<file path="config.mk">
export PLATFORM = sky130hd
export DESIGN_NAME = permission_mode_string_parser
export DESIGN_NICKNAME = d
export VERILOG_FILES = /design/src/hw/rtl/pmsp_pkg.sv /design/src/hw/rtl/pmsp_front.sv /design/src/hw/rtl/pmsp_queue.sv /design/src/hw/rtl/pmsp_back.sv /design/src/hw/rtl/permission_mode_string_parser.sv
export VERILOG_INCLUDE_DIRS = /design/src /design/src/hw/rtl
export SDC_FILE = /design/constraint.sdc
export NUM_CORES = 1
export LEC_CHECK = 0
export BUFFER_PORTS_ARGS = -buffer_cell sky130_fd_sc_hd__buf_2
export CORE_MARGIN = 2
export CORE_UTILIZATION = 29
export DETAILED_ROUTE_END_ITERATION = 7
export GPL_TIMING_DRIVEN = 0
export PLACE_DENSITY_LB_ADDON = 0.12
export SYNTH_ARGS = -nofsm -noshare
export SYNTH_HDL_FRONTEND = slang
export SYNTH_HIERARCHICAL = 1
export SYNTH_SLANG_ARGS = --single-unit
</file>
<file path="constraint.sdc">
create_clock -name i_clk -period 3.1 [get_ports i_clk]
set_clock_uncertainty 0.05 [all_clocks]
set_input_delay 0.31 -clock i_clk [delete_from_list [all_inputs] [get_ports i_clk]]
set_output_delay 0.31 -clock i_clk [all_outputs]
set_load 0.05 [all_outputs]
</file>
<file path="src/hw/rtl/assert_macros.svh">
// concurrent assertion helpers, compiled out for synthesis
`ifndef ASSERT_MACROS_SVH
`define ASSERT_MACROS_SVH

`ifndef SYNTHESIS
`define ASSERT_IMPLIES(lbl, clk, rst_n, ante, cons) \
    lbl: assert property (@(posedge clk) disable iff (!(rst_n)) (ante) |-> (cons)) \
        else $error("implication check failed");
`define ASSERT_NEXT(lbl, clk, rst_n, ante, cons) \
    lbl: assert property (@(posedge clk) disable iff (!(rst_n)) (ante) |=> (cons)) \
        else $error("next-cycle check failed");
`else
`define ASSERT_IMPLIES(lbl, clk, rst_n, ante, cons)
`define ASSERT_NEXT(lbl, clk, rst_n, ante, cons)
`endif

`endif

</file>
<file path="src/hw/rtl/pmsp_pkg.sv">
package pmsp_pkg;

    localparam int CH_W        = 8;
    localparam int RIGHTS_W    = 9;
    localparam int STATUS_W    = 2;
    localparam int S_TDATA_W   = 24;
    localparam int M_TDATA_W   = 16;
    localparam int QUEUE_DEPTH = 2;

    localparam logic [RIGHTS_W-1:0] RIGHTS_ALL = 9'o777;
    localparam logic [RIGHTS_W-1:0] PERM_R     = 9'o444;
    localparam logic [RIGHTS_W-1:0] PERM_W     = 9'o222;
    localparam logic [RIGHTS_W-1:0] PERM_X     = 9'o111;
    localparam logic [RIGHTS_W-1:0] CLASS_U    = 9'o700;
    localparam logic [RIGHTS_W-1:0] CLASS_G    = 9'o070;
    localparam logic [RIGHTS_W-1:0] CLASS_O    = 9'o007;

    localparam logic [1:0] OP_ADD  = 2'd0;
    localparam logic [1:0] OP_SUB  = 2'd1;
    localparam logic [1:0] OP_SET  = 2'd2;
    localparam logic [1:0] OP_NONE = 2'd3;

    localparam logic [STATUS_W-1:0] ST_OK    = 2'd0;
    localparam logic [STATUS_W-1:0] ST_EMPTY = 2'd1;
    localparam logic [STATUS_W-1:0] ST_ERROR = 2'd2;

    // one classified character
    typedef struct packed {
        logic                first;
        logic [RIGHTS_W-1:0] start_rights;
        logic                is_nul;
        logic                is_octal;
        logic [2:0]          digit;
        logic [RIGHTS_W-1:0] class_mask;
        logic [1:0]          op;
        logic [RIGHTS_W-1:0] perm_mask;
        logic                is_comma;
    } t_item;

    typedef struct packed {
        logic  valid;
        t_item item;
    } t_q_head;

    typedef struct packed {
        logic empty;
        logic full;
    } t_q_stat;

endpackage

</file>
<file path="src/hw/rtl/pmsp_front.sv">
module pmsp_front (
    input  logic [pmsp_pkg::CH_W-1:0]     i_ch,
    input  logic                          i_first,
    input  logic [pmsp_pkg::RIGHTS_W-1:0] i_start_rights,
    output pmsp_pkg::t_item               o_item
);

    function automatic logic [pmsp_pkg::RIGHTS_W-1:0] class_of(input logic [7:0] c);
        logic [pmsp_pkg::RIGHTS_W-1:0] m;
        begin
            m = '0;
            if (c == 8'h75) m = pmsp_pkg::CLASS_U;
            if (c == 8'h67) m = pmsp_pkg::CLASS_G;
            if (c == 8'h6f) m = pmsp_pkg::CLASS_O;
            if (c == 8'h61) m = pmsp_pkg::RIGHTS_ALL;
            return m;
        end
    endfunction

    function automatic logic [pmsp_pkg::RIGHTS_W-1:0] perm_of(input logic [7:0] c);
        logic [pmsp_pkg::RIGHTS_W-1:0] m;
        begin
            m = '0;
            if (c == 8'h72) m = pmsp_pkg::PERM_R;
            if (c == 8'h77) m = pmsp_pkg::PERM_W;
            if (c == 8'h78) m = pmsp_pkg::PERM_X;
            return m;
        end
    endfunction

    function automatic logic [1:0] op_of(input logic [7:0] c);
        logic [1:0] o;
        begin
            o = pmsp_pkg::OP_NONE;
            if (c == 8'h2b) o = pmsp_pkg::OP_ADD;
            if (c == 8'h2d) o = pmsp_pkg::OP_SUB;
            if (c == 8'h3d) o = pmsp_pkg::OP_SET;
            return o;
        end
    endfunction

    always_comb begin
        o_item.first        = i_first;
        o_item.start_rights = i_start_rights;
        o_item.is_nul       = (i_ch == 8'h00);
        // '0' through '7'
        o_item.is_octal     = (i_ch[7:3] == 5'b00110);
        o_item.digit        = i_ch[2:0];
        o_item.class_mask   = class_of(i_ch);
        o_item.op           = op_of(i_ch);
        o_item.perm_mask    = perm_of(i_ch);
        o_item.is_comma     = (i_ch == 8'h2c);
    end

endmodule

</file>
<file path="src/hw/rtl/pmsp_queue.sv">
module pmsp_queue #(
    parameter int DEPTH = pmsp_pkg::QUEUE_DEPTH
) (
    input  logic              i_clk,
    input  logic              i_rst_n,
    input  logic              i_push,
    input  pmsp_pkg::t_item   i_item,
    input  logic              i_pop,
    output pmsp_pkg::t_q_head o_head,
    output pmsp_pkg::t_q_stat o_stat
);

    localparam int PTR_W = (DEPTH > 1) ? $clog2(DEPTH) : 1;
    localparam int CNT_W = $clog2(DEPTH + 1);

    pmsp_pkg::t_item r_mem [DEPTH];
    logic [PTR_W-1:0] r_wr_ptr, n_wr_ptr;
    logic [PTR_W-1:0] r_rd_ptr, n_rd_ptr;
    logic [CNT_W-1:0] r_count, n_count;
    logic             w_push, w_pop;

    assign o_stat.full  = (r_count == CNT_W'(DEPTH));
    assign o_stat.empty = (r_count == '0);
    assign w_push       = i_push && !o_stat.full;
    assign w_pop        = i_pop && !o_stat.empty;

    assign o_head.valid = !o_stat.empty;
    assign o_head.item  = r_mem[r_rd_ptr];

    always_comb begin
        n_wr_ptr = r_wr_ptr;
        n_rd_ptr = r_rd_ptr;
        if (w_push) begin
            n_wr_ptr = (r_wr_ptr == PTR_W'(DEPTH - 1)) ? '0 : r_wr_ptr + PTR_W'(1);
        end
        if (w_pop) begin
            n_rd_ptr = (r_rd_ptr == PTR_W'(DEPTH - 1)) ? '0 : r_rd_ptr + PTR_W'(1);
        end
        n_count = r_count + CNT_W'(w_push) - CNT_W'(w_pop);
    end

    always_ff @(posedge i_clk) begin
        if (!i_rst_n) begin
            r_wr_ptr <= '0;
            r_rd_ptr <= '0;
            r_count  <= '0;
        end else begin
            r_wr_ptr <= n_wr_ptr;
            r_rd_ptr <= n_rd_ptr;
            r_count  <= n_count;
        end
    end

    always_ff @(posedge i_clk) begin
        if (w_push) begin
            r_mem[r_wr_ptr] <= i_item;
        end
    end

endmodule

</file>
<file path="src/hw/rtl/pmsp_back.sv">
module pmsp_back (
    input  logic                          i_clk,
    input  logic                          i_rst_n,
    input  pmsp_pkg::t_q_head             i_head,
    output logic                          o_pop,
    input  logic                          i_out_ready,
    output logic                          o_out_valid,
    output logic [pmsp_pkg::RIGHTS_W-1:0] o_rights,
    output logic [pmsp_pkg::STATUS_W-1:0] o_status
);

    localparam logic [2:0] PH_IDLE  = 3'd0;
    localparam logic [2:0] PH_DIGIT = 3'd1;
    localparam logic [2:0] PH_WHO   = 3'd2;
    localparam logic [2:0] PH_PERM  = 3'd3;
    localparam logic [2:0] PH_SKIP  = 3'd4;

    localparam int RW = pmsp_pkg::RIGHTS_W;

    logic [2:0]    r_phase, n_phase;
    logic [RW-1:0] r_work, n_work;
    logic [RW-1:0] r_saved, n_saved;
    logic [RW-1:0] r_who, n_who;
    logic [RW-1:0] r_perm, n_perm;
    logic [1:0]    r_op, n_op;
    logic [1:0]    r_weight, n_weight;
    logic          r_err, n_err;

    logic                          r_out_valid;
    logic [RW-1:0]                 r_out_rights;
    logic [pmsp_pkg::STATUS_W-1:0] r_out_status;

    logic                          w_emit;
    logic [RW-1:0]                 w_res_rights;
    logic [pmsp_pkg::STATUS_W-1:0] w_res_status;

    pmsp_pkg::t_item w_it;

    assign w_it  = i_head.item;
    assign o_pop = i_head.valid && (!r_out_valid || i_out_ready);

    always_comb begin
        logic          run;
        logic [RW-1:0] sel;
        n_phase      = r_phase;
        n_work       = r_work;
        n_saved      = r_saved;
        n_who        = r_who;
        n_perm       = r_perm;
        n_op         = r_op;
        n_weight     = r_weight;
        n_err        = r_err;
        w_emit       = 1'b0;
        w_res_rights = r_work;
        w_res_status = pmsp_pkg::ST_OK;
        run          = 1'b1;
        sel          = '0;

        if (w_it.first) begin
            n_saved  = w_it.start_rights;
            n_work   = w_it.start_rights;
            n_who    = '0;
            n_perm   = '0;
            n_op     = pmsp_pkg::OP_ADD;
            n_weight = 2'd0;
            n_err    = 1'b0;
            run      = 1'b0;
            if (w_it.is_nul) begin
                w_emit       = 1'b1;
                w_res_rights = w_it.start_rights;
                w_res_status = pmsp_pkg::ST_EMPTY;
                n_phase      = PH_IDLE;
            end else if (w_it.is_octal) begin
                n_work   = {w_it.digit, 6'b000000};
                n_weight = 2'd1;
                n_phase  = PH_DIGIT;
            end else if (w_it.class_mask == '0 && w_it.op == pmsp_pkg::OP_NONE) begin
                n_err   = 1'b1;
                n_phase = PH_SKIP;
            end else begin
                n_phase = PH_WHO;
                run     = 1'b1;
            end
        end

        if (run) begin
            unique case (n_phase)
                PH_DIGIT: begin
                    if (w_it.is_nul) begin
                        w_emit = 1'b1;
                    end else if (!w_it.is_octal) begin
                        n_err   = 1'b1;
                        n_phase = PH_SKIP;
                    end else if (n_weight == 2'd1) begin
                        n_work   = n_work | {3'b000, w_it.digit, 3'b000};
                        n_weight = 2'd2;
                    end else begin
                        n_work  = n_work | {6'b000000, w_it.digit};
                        n_phase = PH_SKIP;
                    end
                end
                PH_WHO: begin
                    if (w_it.class_mask != '0) begin
                        n_who = n_who | w_it.class_mask;
                    end else if (w_it.op != pmsp_pkg::OP_NONE) begin
                        n_op    = w_it.op;
                        n_who   = (n_who == '0) ? pmsp_pkg::RIGHTS_ALL : n_who;
                        n_perm  = '0;
                        n_phase = PH_PERM;
                    end else if (w_it.is_nul && n_who == '0) begin
                        // nul right after a comma closes the command cleanly
                        w_emit = 1'b1;
                    end else begin
                        n_err   = 1'b1;
                        n_phase = PH_SKIP;
                        w_emit  = w_it.is_nul;
                    end
                end
                PH_PERM: begin
                    if (w_it.perm_mask != '0) begin
                        n_perm = n_perm | w_it.perm_mask;
                    end else begin
                        sel = n_perm & n_who;
                        unique case (n_op)
                            pmsp_pkg::OP_ADD: n_work = n_work | sel;
                            pmsp_pkg::OP_SUB: n_work = n_work & ~sel;
                            default:          n_work = (n_work & ~n_who) | sel;
                        endcase
                        if (w_it.is_comma) begin
                            n_who   = '0;
                            n_phase = PH_WHO;
                        end else if (w_it.is_nul) begin
                            w_emit = 1'b1;
                        end else begin
                            n_phase = PH_SKIP;
                        end
                    end
                end
                PH_SKIP: begin
                    w_emit = w_it.is_nul;
                end
                default: begin
                end
            endcase
            if (w_emit) begin
                w_res_rights = n_err ? n_saved : n_work;
                w_res_status = n_err ? pmsp_pkg::ST_ERROR : pmsp_pkg::ST_OK;
                n_phase      = PH_IDLE;
            end
        end
    end

    always_ff @(posedge i_clk) begin
        if (!i_rst_n) begin
            r_phase     <= PH_IDLE;
            r_work      <= '0;
            r_saved     <= '0;
            r_who       <= '0;
            r_perm      <= '0;
            r_op        <= pmsp_pkg::OP_ADD;
            r_weight    <= 2'd0;
            r_err       <= 1'b0;
            r_out_valid <= 1'b0;
        end else begin
            if (o_pop) begin
                r_phase  <= n_phase;
                r_work   <= n_work;
                r_saved  <= n_saved;
                r_who    <= n_who;
                r_perm   <= n_perm;
                r_op     <= n_op;
                r_weight <= n_weight;
                r_err    <= n_err;
            end
            if (o_pop && w_emit) begin
                r_out_valid <= 1'b1;
            end else if (i_out_ready) begin
                r_out_valid <= 1'b0;
            end
        end
    end

    always_ff @(posedge i_clk) begin
        if (o_pop && w_emit) begin
            r_out_rights <= w_res_rights;
            r_out_status <= w_res_status;
        end
    end

    assign o_out_valid = r_out_valid;
    assign o_rights    = r_out_rights;
    assign o_status    = r_out_status;

endmodule

</file>
<file path="src/hw/rtl/permission_mode_string_parser.sv">
// path: an accepted terminating nul beat is written into the queue, then its result is registered onto m_axis,
// when the queue is empty and no earlier result is waiting
// throughput: one character beat per cycle while m_axis takes results; a waiting result stalls the parser
// a 2-entry queue (QUEUE_DEPTH) absorbs up to 2 beats while a result waits on m_axis
// reset: synchronous, active low; empties the queue, idles the parser, drops m_axis_tvalid
`include "assert_macros.svh"

module permission_mode_string_parser #(
    parameter int QUEUE_DEPTH = pmsp_pkg::QUEUE_DEPTH
) (
    input  logic                           i_clk,
    input  logic                           i_rst_n,
    input  logic                           s_axis_tvalid,
    output logic                           s_axis_tready,
    // ch [7:0], start_rights [16:8], zero pad [23:17]
    input  logic [pmsp_pkg::S_TDATA_W-1:0] s_axis_tdata,
    // first [0]
    input  logic                           s_axis_tuser,
    output logic                           m_axis_tvalid,
    input  logic                           m_axis_tready,
    // rights [8:0], status [10:9], zero pad [15:11]
    output logic [pmsp_pkg::M_TDATA_W-1:0] m_axis_tdata
);

    localparam int CW    = pmsp_pkg::CH_W;
    localparam int RW    = pmsp_pkg::RIGHTS_W;
    localparam int SW    = pmsp_pkg::STATUS_W;
    localparam int M_PAD = pmsp_pkg::M_TDATA_W - RW - SW;

    pmsp_pkg::t_item   w_item;
    pmsp_pkg::t_q_head w_head;
    pmsp_pkg::t_q_stat w_stat;
    logic              w_pop;
    logic [RW-1:0]     w_rights;
    logic [SW-1:0]     w_status;

    pmsp_front u_front (
        .i_ch           (s_axis_tdata[CW-1:0]),
        .i_first        (s_axis_tuser),
        .i_start_rights (s_axis_tdata[CW+RW-1:CW]),
        .o_item         (w_item)
    );

    pmsp_queue #(
        .DEPTH (QUEUE_DEPTH)
    ) u_queue (
        .i_clk   (i_clk),
        .i_rst_n (i_rst_n),
        .i_push  (s_axis_tvalid),
        .i_item  (w_item),
        .i_pop   (w_pop),
        .o_head  (w_head),
        .o_stat  (w_stat)
    );

    pmsp_back u_back (
        .i_clk       (i_clk),
        .i_rst_n     (i_rst_n),
        .i_head      (w_head),
        .o_pop       (w_pop),
        .i_out_ready (m_axis_tready),
        .o_out_valid (m_axis_tvalid),
        .o_rights    (w_rights),
        .o_status    (w_status)
    );

    assign s_axis_tready = !w_stat.full;
    assign m_axis_tdata  = {{M_PAD{1'b0}}, w_status, w_rights};

    `ASSERT_IMPLIES(a_pop_nonempty, i_clk, i_rst_n, w_pop, !w_stat.empty)
    `ASSERT_IMPLIES(a_full_xor_empty, i_clk, i_rst_n, w_stat.full, !w_stat.empty)
    `ASSERT_IMPLIES(a_status_legal, i_clk, i_rst_n, m_axis_tvalid, w_status <= pmsp_pkg::ST_ERROR)
    `ASSERT_NEXT(a_push_fills, i_clk, i_rst_n, s_axis_tvalid && s_axis_tready && !w_pop, !w_stat.empty)

endmodule
</file>
Word-level counts from Yosys, hierarchy flattened
Memory sizes are Yosys's and may differ from the RTL's. A register that Yosys moved wholly into a read port is not among the register bits.
Index checks and enable logic that the tools add are counted.
{"block": "totals", "mem_count": 1, "wordCells": 178, "ram_bits": 72, "out_inout_bits": 18, "regBits": 60, "in_bits": 29}
{"memory": "u_queue.r_mem", "words": 2, "width": 36, "read_ports": 1, "rd_clocked_by_memory_dff": 1, "wr": 1, "line": "pmsp_queue.sv:16", "rtl": "pmsp_pkg::t_item r_mem [DEPTH];"}
{"block": "classes", "reduce_logical": 18, "bitwise": 11, "n_eq_ne": 21, "addsub": 4, "mux": 109}
{"operator": "9-bit two-way mux", "n": 33}
{"operator": "9-bit case mux with 2 select lines", "n": 4}
{"operator": "8-bit by 7-bit equality test with 1-bit output (second input constant)", "n": 7}
{"operator": "3-bit two-way mux", "n": 15}
{"operator": "2-bit two-way mux", "n": 19}
{"operator": "9-bit bitwise OR", "n": 4}
{"operator": "1-bit two-way mux", "n": 35}
{"operator": "8-bit by 6-bit equality test with 1-bit output (second input constant)", "n": 4}
{"operator": "9-bit bitwise AND", "n": 3}
{"operator": "9-bit logical NOT", "n": 2}
{"operator": "9-bit NOT", "n": 2}
{"operator": "9-bit nonzero test", "n": 2}
{"operator": "9-bit by 3-bit bitwise OR with 9-bit output", "n": 1}
{"operator": "9-bit by 6-bit bitwise OR with 9-bit output", "n": 1}
{"operator": "3-bit case mux with 3 select lines", "n": 1}
{"operator": "8-bit logical NOT", "n": 1}
{"operator": "3-bit by 2-bit equality test with 1-bit output (second input constant)", "n": 2}
{"operator": "1-bit logical AND", "n": 6}
{"operator": "5-bit by 3-bit equality test with 1-bit output (second input constant)", "n": 1}
{"operator": "2-bit by 1-bit equality test with 1-bit output (second input constant)", "n": 2}
{"operator": "2-bit equality test (second input constant)", "n": 2}
{"operator": "2-bit logical NOT", "n": 2}
{"operator": "1-bit case mux with 4 select lines", "n": 1}
{"operator": "3-bit by 1-bit equality test with 1-bit output (second input constant)", "n": 1}
{"operator": "other kinds (9)", "n": 12}

Depth between registers and ports, before layout
Gate-level depths: netlist of run 1.
{"block": "logic_depth", "depth_word": 14, "mapped_depth": 11}

By module
Netlist of run 1, hierarchy kept.
{"module": "pmsp_back", "seq_area_each_um2": 1231.2, "cells_per_inst": 432, "instances": 1, "area_per_inst_um2": 3530.9}
{"module": "pmsp_queue", "seq_area_each_um2": 2262.2, "cells_per_inst": 140, "instances": 1, "area_per_inst_um2": 2991.6}
{"module": "pmsp_front", "seq_area_each_um2": 0.0, "cells_per_inst": 57, "instances": 1, "area_per_inst_um2": 422.9}
{"module": "permission_mode_string_parser", "seq_area_each_um2": 0.0, "cells_per_inst": 7, "instances": 1, "area_per_inst_um2": 45.0}

Worst setup path before layout of run 1
No wires, ideal clock.
{"block": "synth_timing", "path_kind": "reg2reg", "startpoint": "register (tool-made name)", "endpoint": "register u_back.r_out_rights[0] (netlist: u_back/o_rights[0]), enable pin", "path_slack_ns": -0.189, "period_less_slack_ns": 3.289, "path_stages_with_launch": 9, "required_time_ns": 2.672, "path_buffers": 2, "t_arrival_ns": 2.861, "path_cell_list": "dfxtp_1 buf_6 buf_12 mux2_4 or4_4 or4_4 o21ai_2 o311ai_2 nor2_1"}
{"item": "to (signal assigned)", "line": "pmsp_back.sv:185", "rtl": "r_out_rights <= w_res_rights;"}
{"item": "to (decl)", "line": "pmsp_back.sv:30", "rtl": "logic [RW-1:0] r_out_rights;"}

==> summary.txt, run 1 <==
Power and ir drop
  • Seq pwr share: 29.5%
  • Sw power: about 0.003 W
  • PD cells: around 920 nW/µm²
  • Pwr Total: 0.00807 W
  • Max VDD drop: 0.317 mV
  • P_leak: 3.24 nW
  • Clk network pwr share: roughly 28%
  • Combinational Power Share: a little over two fifths
  • P_int: around 0.0051 W
  • Sw Ratio: between 30% and 40%

Placed design
  • Placement Setup Slack: -0.454 ns
  • RD Place Congestion: between 0.8 and 0.9
  • Post-DP HPWL: 13.6 mm
  • Placed inst area: between 7000 and 8000 µm²
  • Port buffer count: 22

Route
  • DRT Pass-1 Iters: 5
  • Total routed wirelength: 18.9 mm
  • Drt drc: 0
  • Routed Antenna Nets: 0
  • Via/cell ratio: between 4 and 5
  • WL per Instance: roughly 18 µm
  • Initial DRC Count: between 300 and 400
  • Vias: 5223

Floorplanning
  • Die area: 25300 µm²
  • Ports: 47
  • Die width: about 160 µm
  • Die height: between 150 and 200 µm
  • Row count: 56
  • Starting Density: 29.7%
  • Core ar.: roughly 24000 µm²

Clock tree
  • Root Driver: clkbuf_16
  • CTS tree: yes
  • Clk sink count: ~130
  • Maximum level of the CTS H-tree: 4
  • Clk slew on worst S/H paths: about 0.060 ns
  • Max clock buf depth: 2
  • CTS Buf Count: 17
  • Worst skew pair latency: 0.42 ns

Yosys
  • Post-Syn Instances: between 600 and 700
  • Avg Inst Size Synth: around 11 µm²
  • Synthesized area: 6990 µm²
  • Ys Warns: 6

Global routing
  • GRT Total Usage: 15.3%
  • Largest net degree at the start of global routing: 30
  • Initial antenna violation count: 0
  • Via count of the first global-routing pass: approximately 5200
  • Congestion Overflow GR: 0
  • First-pass GRT wire length: around 30 mm

STA
  • Worst setup slack after layout: -0.0640 ns
  • Fmax: 0.316 GHz
  • Final min period: about 3.2 ns
  • Max-slew violation count: 0
  • RSZ-0062 raised after global routing: yes
  • Final hold slack: 0.0219 ns
  • Final period util: 102%
  • Final setup TNS: -0.352 ns
  • Final hold vios: 0
  • Worst-Margin Slew: 0.821 ns
  • Setup-failing EPs final: 14
  • Max-slew headroom: roughly 45%

Flow run
  • Max_cap viols: 0

Critical path
  • Crit-path slowest cell: or4_4
  • Startpoint Class: register
  • Crit path max-delay family: simple AND/OR/NAND/NOR gates
  • Biggest fanout along the worst timing path: 8
  • CP Buf/Inv Count: 3
  • Crit path DAT: 3.27 ns
  • Reg2reg setup slack: -0.06 ns
  • Cell breakdown of the critical path: buf_12, mux2_4, or4_4, nor4_4, or2_1, buf_6, a311o_4, buf_12, mux2i_1, o21ai_1
  • CP Capture Type: register
  • Crit path top cell by count: buf_12
  • CP required: 3.21 ns
  • CP peak stage delay: 0.58 ns
  • Critical path class: register to register

Hold path
  • Hold crit path type: input pin to register

Finish
  • Post-route cell area: a little under 9000 µm²
  • N_diodes: 0
  • Nets: roughly 750
  • Fraction of layout cells with a size suffix above 1: 31.4%
  • Syn-to-layout area delta: 25.3%

Outcome
  • Failing checks: negative setup slack
  • Status: complete, but fails checks
[layout make-up]
class                      instances  area [µm²]
tap                              319         399
timing repair buffer              60         518
clock inverter                    14         224
buffer                            62         435
sequential                       133        3500
fill                            2396       14800
multi-input combinational        421        3170
inverter                          21        78.8
clock buffer                      18         429
[timing repair]
action                     4_1_cts  5_1_grt
pin swaps                       13       14
hold endpoints to repair         0        4
setup buffers                   24        8
hold buffers                     0        2
setup endpoints to repair       54       61
gates resized for setup         33       18
cloned                           4        0
[power by group through the flow]
stage	Sequential (W)	Combinational (W)	Clock (W)
6_report	0.00238	0.00346	0.00223
4_1_cts	0.00235	0.00339	0.00228
3_5_place_dp	0.00238	0.00300	0
5_1_grt	0.00242	0.00373	0.00236
2_1_floorplan	0.00245	0.00212	0
3_3_place_gp	0.00239	0.00294	0
[flip-flops by register name, indices dropped and copies added (netlist names), 3 cells and up, named ones only]
name and flops:
u_back/o_rights 9, u_back/r_perm 9, u_queue/r_mem 72, u_back/r_who 9
u_back/r_saved 9, u_back/r_work 9, u_back/r_phase 3
[per-layer routing]
| layer | GRT usage, % | part of all wire [%] | up-vias |
|---|---|---|---|
| li1 | - | - | 2500 |
| met2 | 25.2 | 48 | 138 |
| met5 | 0 | 0 | - |
| met3 | 3.41 | 4.4 | 19 |
| met4 | 4.75 | 1.7 | 0 |
| met1 | 20.0 | 46 | 2566 |
[per-stage QoR]
| stage | utilization (%) | std cells |
|---|---|---|
| floorplan | - | 639 |
| detailed placement | 32.1 | 982 |
| CTS | 36.6 | 1040 |
| global placement | 31.9 | 980 |
| finish | 37.2 | 1048 |
| global route | 37.2 | 1048 |
[final timing paths]
path,start,end,depth (start not counted)
max,register,u_back/o_rights[8],10
max reg2reg,register,u_back/o_rights[8],10
min reg2reg,u_back/r_work[2],u_back/r_work[2],2
min,s_axis_tdata[13],u_queue/r_mem[0][31],1
[placed cells by master, fill, tap and decap left out, drive strengths merged, types with 3 or more instances in the layout]
cell      instances
a211oi            8
a21o              3
a21oi            34
a22o             10
a31o              3
a31oi             4
and2              4
buf             102
bufinv            5
clkbuf           35
clkinv            3
clkinvlp          4
conb              5
dfxtp            50
edfxtp           83
inv              23
mux2             49
mux2i            19
nand2            57
nand2b            9
nand3            11
nand4            12
nor2             39
nor2b             5
nor3             10
nor3b             3
nor4             13
o2111ai           3
o21a              4
o21ai            51
o2bb2ai           6
o32ai             3
or2               4
or3               5
or4               9
xnor2             3
xor2              3
Power figures use the tool's default switching activity.
==> run 2: changes to the inputs <==
--- a/config.mk
+++ b/config.mk
@@ -11,6 +11,7 @@
 export CORE_UTILIZATION = 29
 export DETAILED_ROUTE_END_ITERATION = 7
 export GPL_TIMING_DRIVEN = 0
+export HOLD_SLACK_MARGIN = 0.08
 export PLACE_DENSITY_LB_ADDON = 0.12
 export SYNTH_ARGS = -nofsm -noshare
 export SYNTH_HDL_FRONTEND = slang
==> summary.txt, run 2 (synthesis gave the netlist of run 1 again) <==
Outcome
  • Status: complete, but fails checks
  • Failing checks: negative setup slack

Clock tree
  • CTS tree: yes
  • Clk slew on worst S/H paths: 0.06 ns (about the same)
  • CTS Buf Count: 17 (unchanged)
  • Worst skew pair latency: 0.42 ns (about the same)
  • Maximum level of the CTS H-tree: 4 (unchanged)
  • Clk sink count: 133 (unchanged)
  • Max clock buf depth: 2 (unchanged)
  • Root Driver: clkbuf_16

Finish
  • Reg with most FFs: u_queue/r_mem
  • N_diodes: 0 (unchanged)
  • Max reg flops: 72 (unchanged)
  • Fraction of layout cells with a size suffix above 1: 31.0% (-0.38 points)
  • Nets: 756 (+1.2%)
  • Layout fillers: 2392 (-0.17%)
  • Syn-to-layout area delta: 26.5%
  • Most frequent cells in the layout: 83 x edfxtp_1, 56 x nand2_1, 55 x buf_4
  • Commonest non-fill, non-tap cell in the layout: edfxtp_1

Critical path
  • Reg2reg setup slack: -0.07 ns (about the same)
  • CP required: 3.32 ns (+0.11 ns)
  • Startpoint Class: register
  • Critical path class: register to register
  • CP Capture Type: register
  • Crit path DAT: 3.39 ns (+0.12 ns)
  • Reg2reg path depth: 10 (unchanged)
  • R2R Path End: u_back/o_rights[5]
  • Biggest fanout along the worst timing path: 8 (unchanged)

Power and ir drop
  • PD cells: 914 nW/µm² (-0.88%)
  • P_leak: 3.28 nW (+1.2%)
  • Pwr Total: 0.00808 W (+0.14%)
  • Max VDD drop: 0.317 mV (about the same)

Floorplanning
  • Core ar.: 23500 µm² (unchanged)
  • Ports: 47 (unchanged)
  • Die width: 159 µm (unchanged)
  • Starting Density: 29.7% (unchanged)
  • Row count: 56 (unchanged)
  • Die height: 159 µm (unchanged)
  • Die area: 25300 µm² (unchanged)

Placed design
  • Post-DP HPWL: 13.6 mm (unchanged)
  • RD Place Congestion: 0.859 (unchanged)
  • Port buffer count: 22 (unchanged)

Global routing
  • GR Util met3: 3.41% (unchanged)
  • Initial antenna violation count: 0 (unchanged)
  • M1 GR Usage: 20.0% (+0.065 points)
  • GR peak layer: met2
  • Largest net degree at the start of global routing: 30 (unchanged)
  • M2 GR Usage: 25.3% (+0.040 points)
  • Congestion Overflow GR: 0 (unchanged)
  • GRT Total Usage: 15.3% (+0.033 points)
  • First-pass GRT wire length: 29.9 mm (+0.35%)
  • Via count of the first global-routing pass: 5242 (+0.75%)

STA
  • RSZ-0062 raised after global routing: yes
  • Max-slew headroom: 44.4% (-0.36 points)
  • Fmax: 0.316 GHz (-0.15%)
  • Final hold vios: 0 (unchanged)
  • Worst setup slack after layout: -0.0687 ns (-0.00470 ns)
  • Final period util: 102% (+0.15 points)
  • Setup-failing EPs final: 18 (+4)
  • Worst-Margin Slew: 0.827 ns (+0.00532 ns)
  • Max-slew violation count: 0 (unchanged)
  • Final setup TNS: -0.377 ns (-0.0256 ns)
  • Final min period: 3.17 ns (+0.00470 ns)

Hold path
  • WHS Path Cells: 2 (+1)
  • Endpoint, Worst Hold: u_queue/r_count[0]
  • Hold Startpoint: i_rst_n
  • Hold crit path type: input pin to register

Route
  • Drt drc: 0 (unchanged)
  • WL per Instance: 18.0 µm (-0.58%)
  • Vias: 5240 (+0.33%)
  • Via/cell ratio: 4.96 (-0.53%)
  • DRT Pass-1 Iters: 4 (-1)
  • Initial DRC Count: 305 (-2.9%)
  • Routed Antenna Nets: 0 (unchanged)
  • Total routed wirelength: 19.0 mm (+0.27%)

Flow run
  • Max_cap viols: 0 (unchanged)
## run 2: cell count changes in the layout (fill, tap and decap cells not counted)
| cell | delta |
|---|---|
| dlygate4sd3_1 | +9 |
## run 2: worst max path at each step
| stage | startpoint | endpoint | slack, ns | cells past startpoint |
|---|---|---|---|---|
| 2_1_floorplan | register | u_back/o_rights[0] | 0.11 | 8 |
| 5_1_grt | register | u_back/o_rights[8] | -0.18 | 10 |
| 6_report | register | u_back/o_rights[5] | -0.07 | 10 |
| 3_5_place_dp | register | u_back/o_rights[8] | -0.45 | 10 |
| 4_1_cts | register | u_back/o_rights[6] | -0.08 | 11 |
| 3_3_place_gp | u_queue/r_count[0] | u_queue/r_mem[0][5] | -0.82 | 3 |
## run 2: worst max-delay path, cell delays in order, from the launching register on
cell,delay (ns)
dfxtp_4,0.46
buf_12,0.15
mux2_4,0.32
or4_4,0.58
nor4_4,0.33
or2_1,0.17
buf_6,0.11
a311o_4,0.28
buf_4,0.14
mux2_4,0.29
o21ai_2,0.12
## run 2: area by class of cell
cell class | instances | area [µm²] | area share [%]
well taps | 319 | 399 | 4.51
repair buffers | 69 | 608 | 6.88
inverters | 21 | 78.8 | 0.892
multi-input cells | 421 | 3170 | 35.8
plain buffers | 62 | 435 | 4.92
flip-flops and latches | 133 | 3500 | 39.6
clock inverters | 14 | 224 | 2.53
clock buffers | 18 | 429 | 4.85
## run 2: per-layer routing
layer,up-vias,part of all wire (%)
met3,19,3.8
met1,2575,47
met2,124,48
li1,2522,-
met5,-,0
met4,0,1.7
## run 2: report_power, final
| group | switching, W | internal [W] |
|---|---|---|
| clock network | 0.000795 | 0.00144 |
| registers | 0.000155 | 0.00223 |
| logic | 0.00197 | 0.00149 |
| total | 0.00292 | 0.00515 |
## run 2: metrics by stage
| step | area [µm²] | cells | worst slack, ns | hold WS (ns) | utilization, % |
|---|---|---|---|---|---|
| finish | 8840 | 1057 | -0.0687 | 0.125 | 37.6 |
| global route | 8840 | 1057 | -0.183 | 0.126 | 37.6 |
| CTS | 8720 | 1051 | -0.0802 | 0.106 | 37.1 |
| detailed placement | 7570 | 982 | -0.454 | 0.418 | 32.1 |
| global placement | 7520 | 980 | -0.817 | 0.404 | 31.9 |
| floorplan | 7010 | 639 | 0.115 | 0.382 | - |
## run 2: repair_timing
| action | in CTS | in global routing |
|---|---|---|
| gates cloned | 4 | 0 |
| buffers inserted | 24 | 8 |
| hold endpoints to repair | 22 | 0 |
| resized for setup | 33 | 18 |
| hold buffers | 11 | 0 |
| setup endpoints to repair | 54 | 61 |
| pin swaps | 13 | 14 |
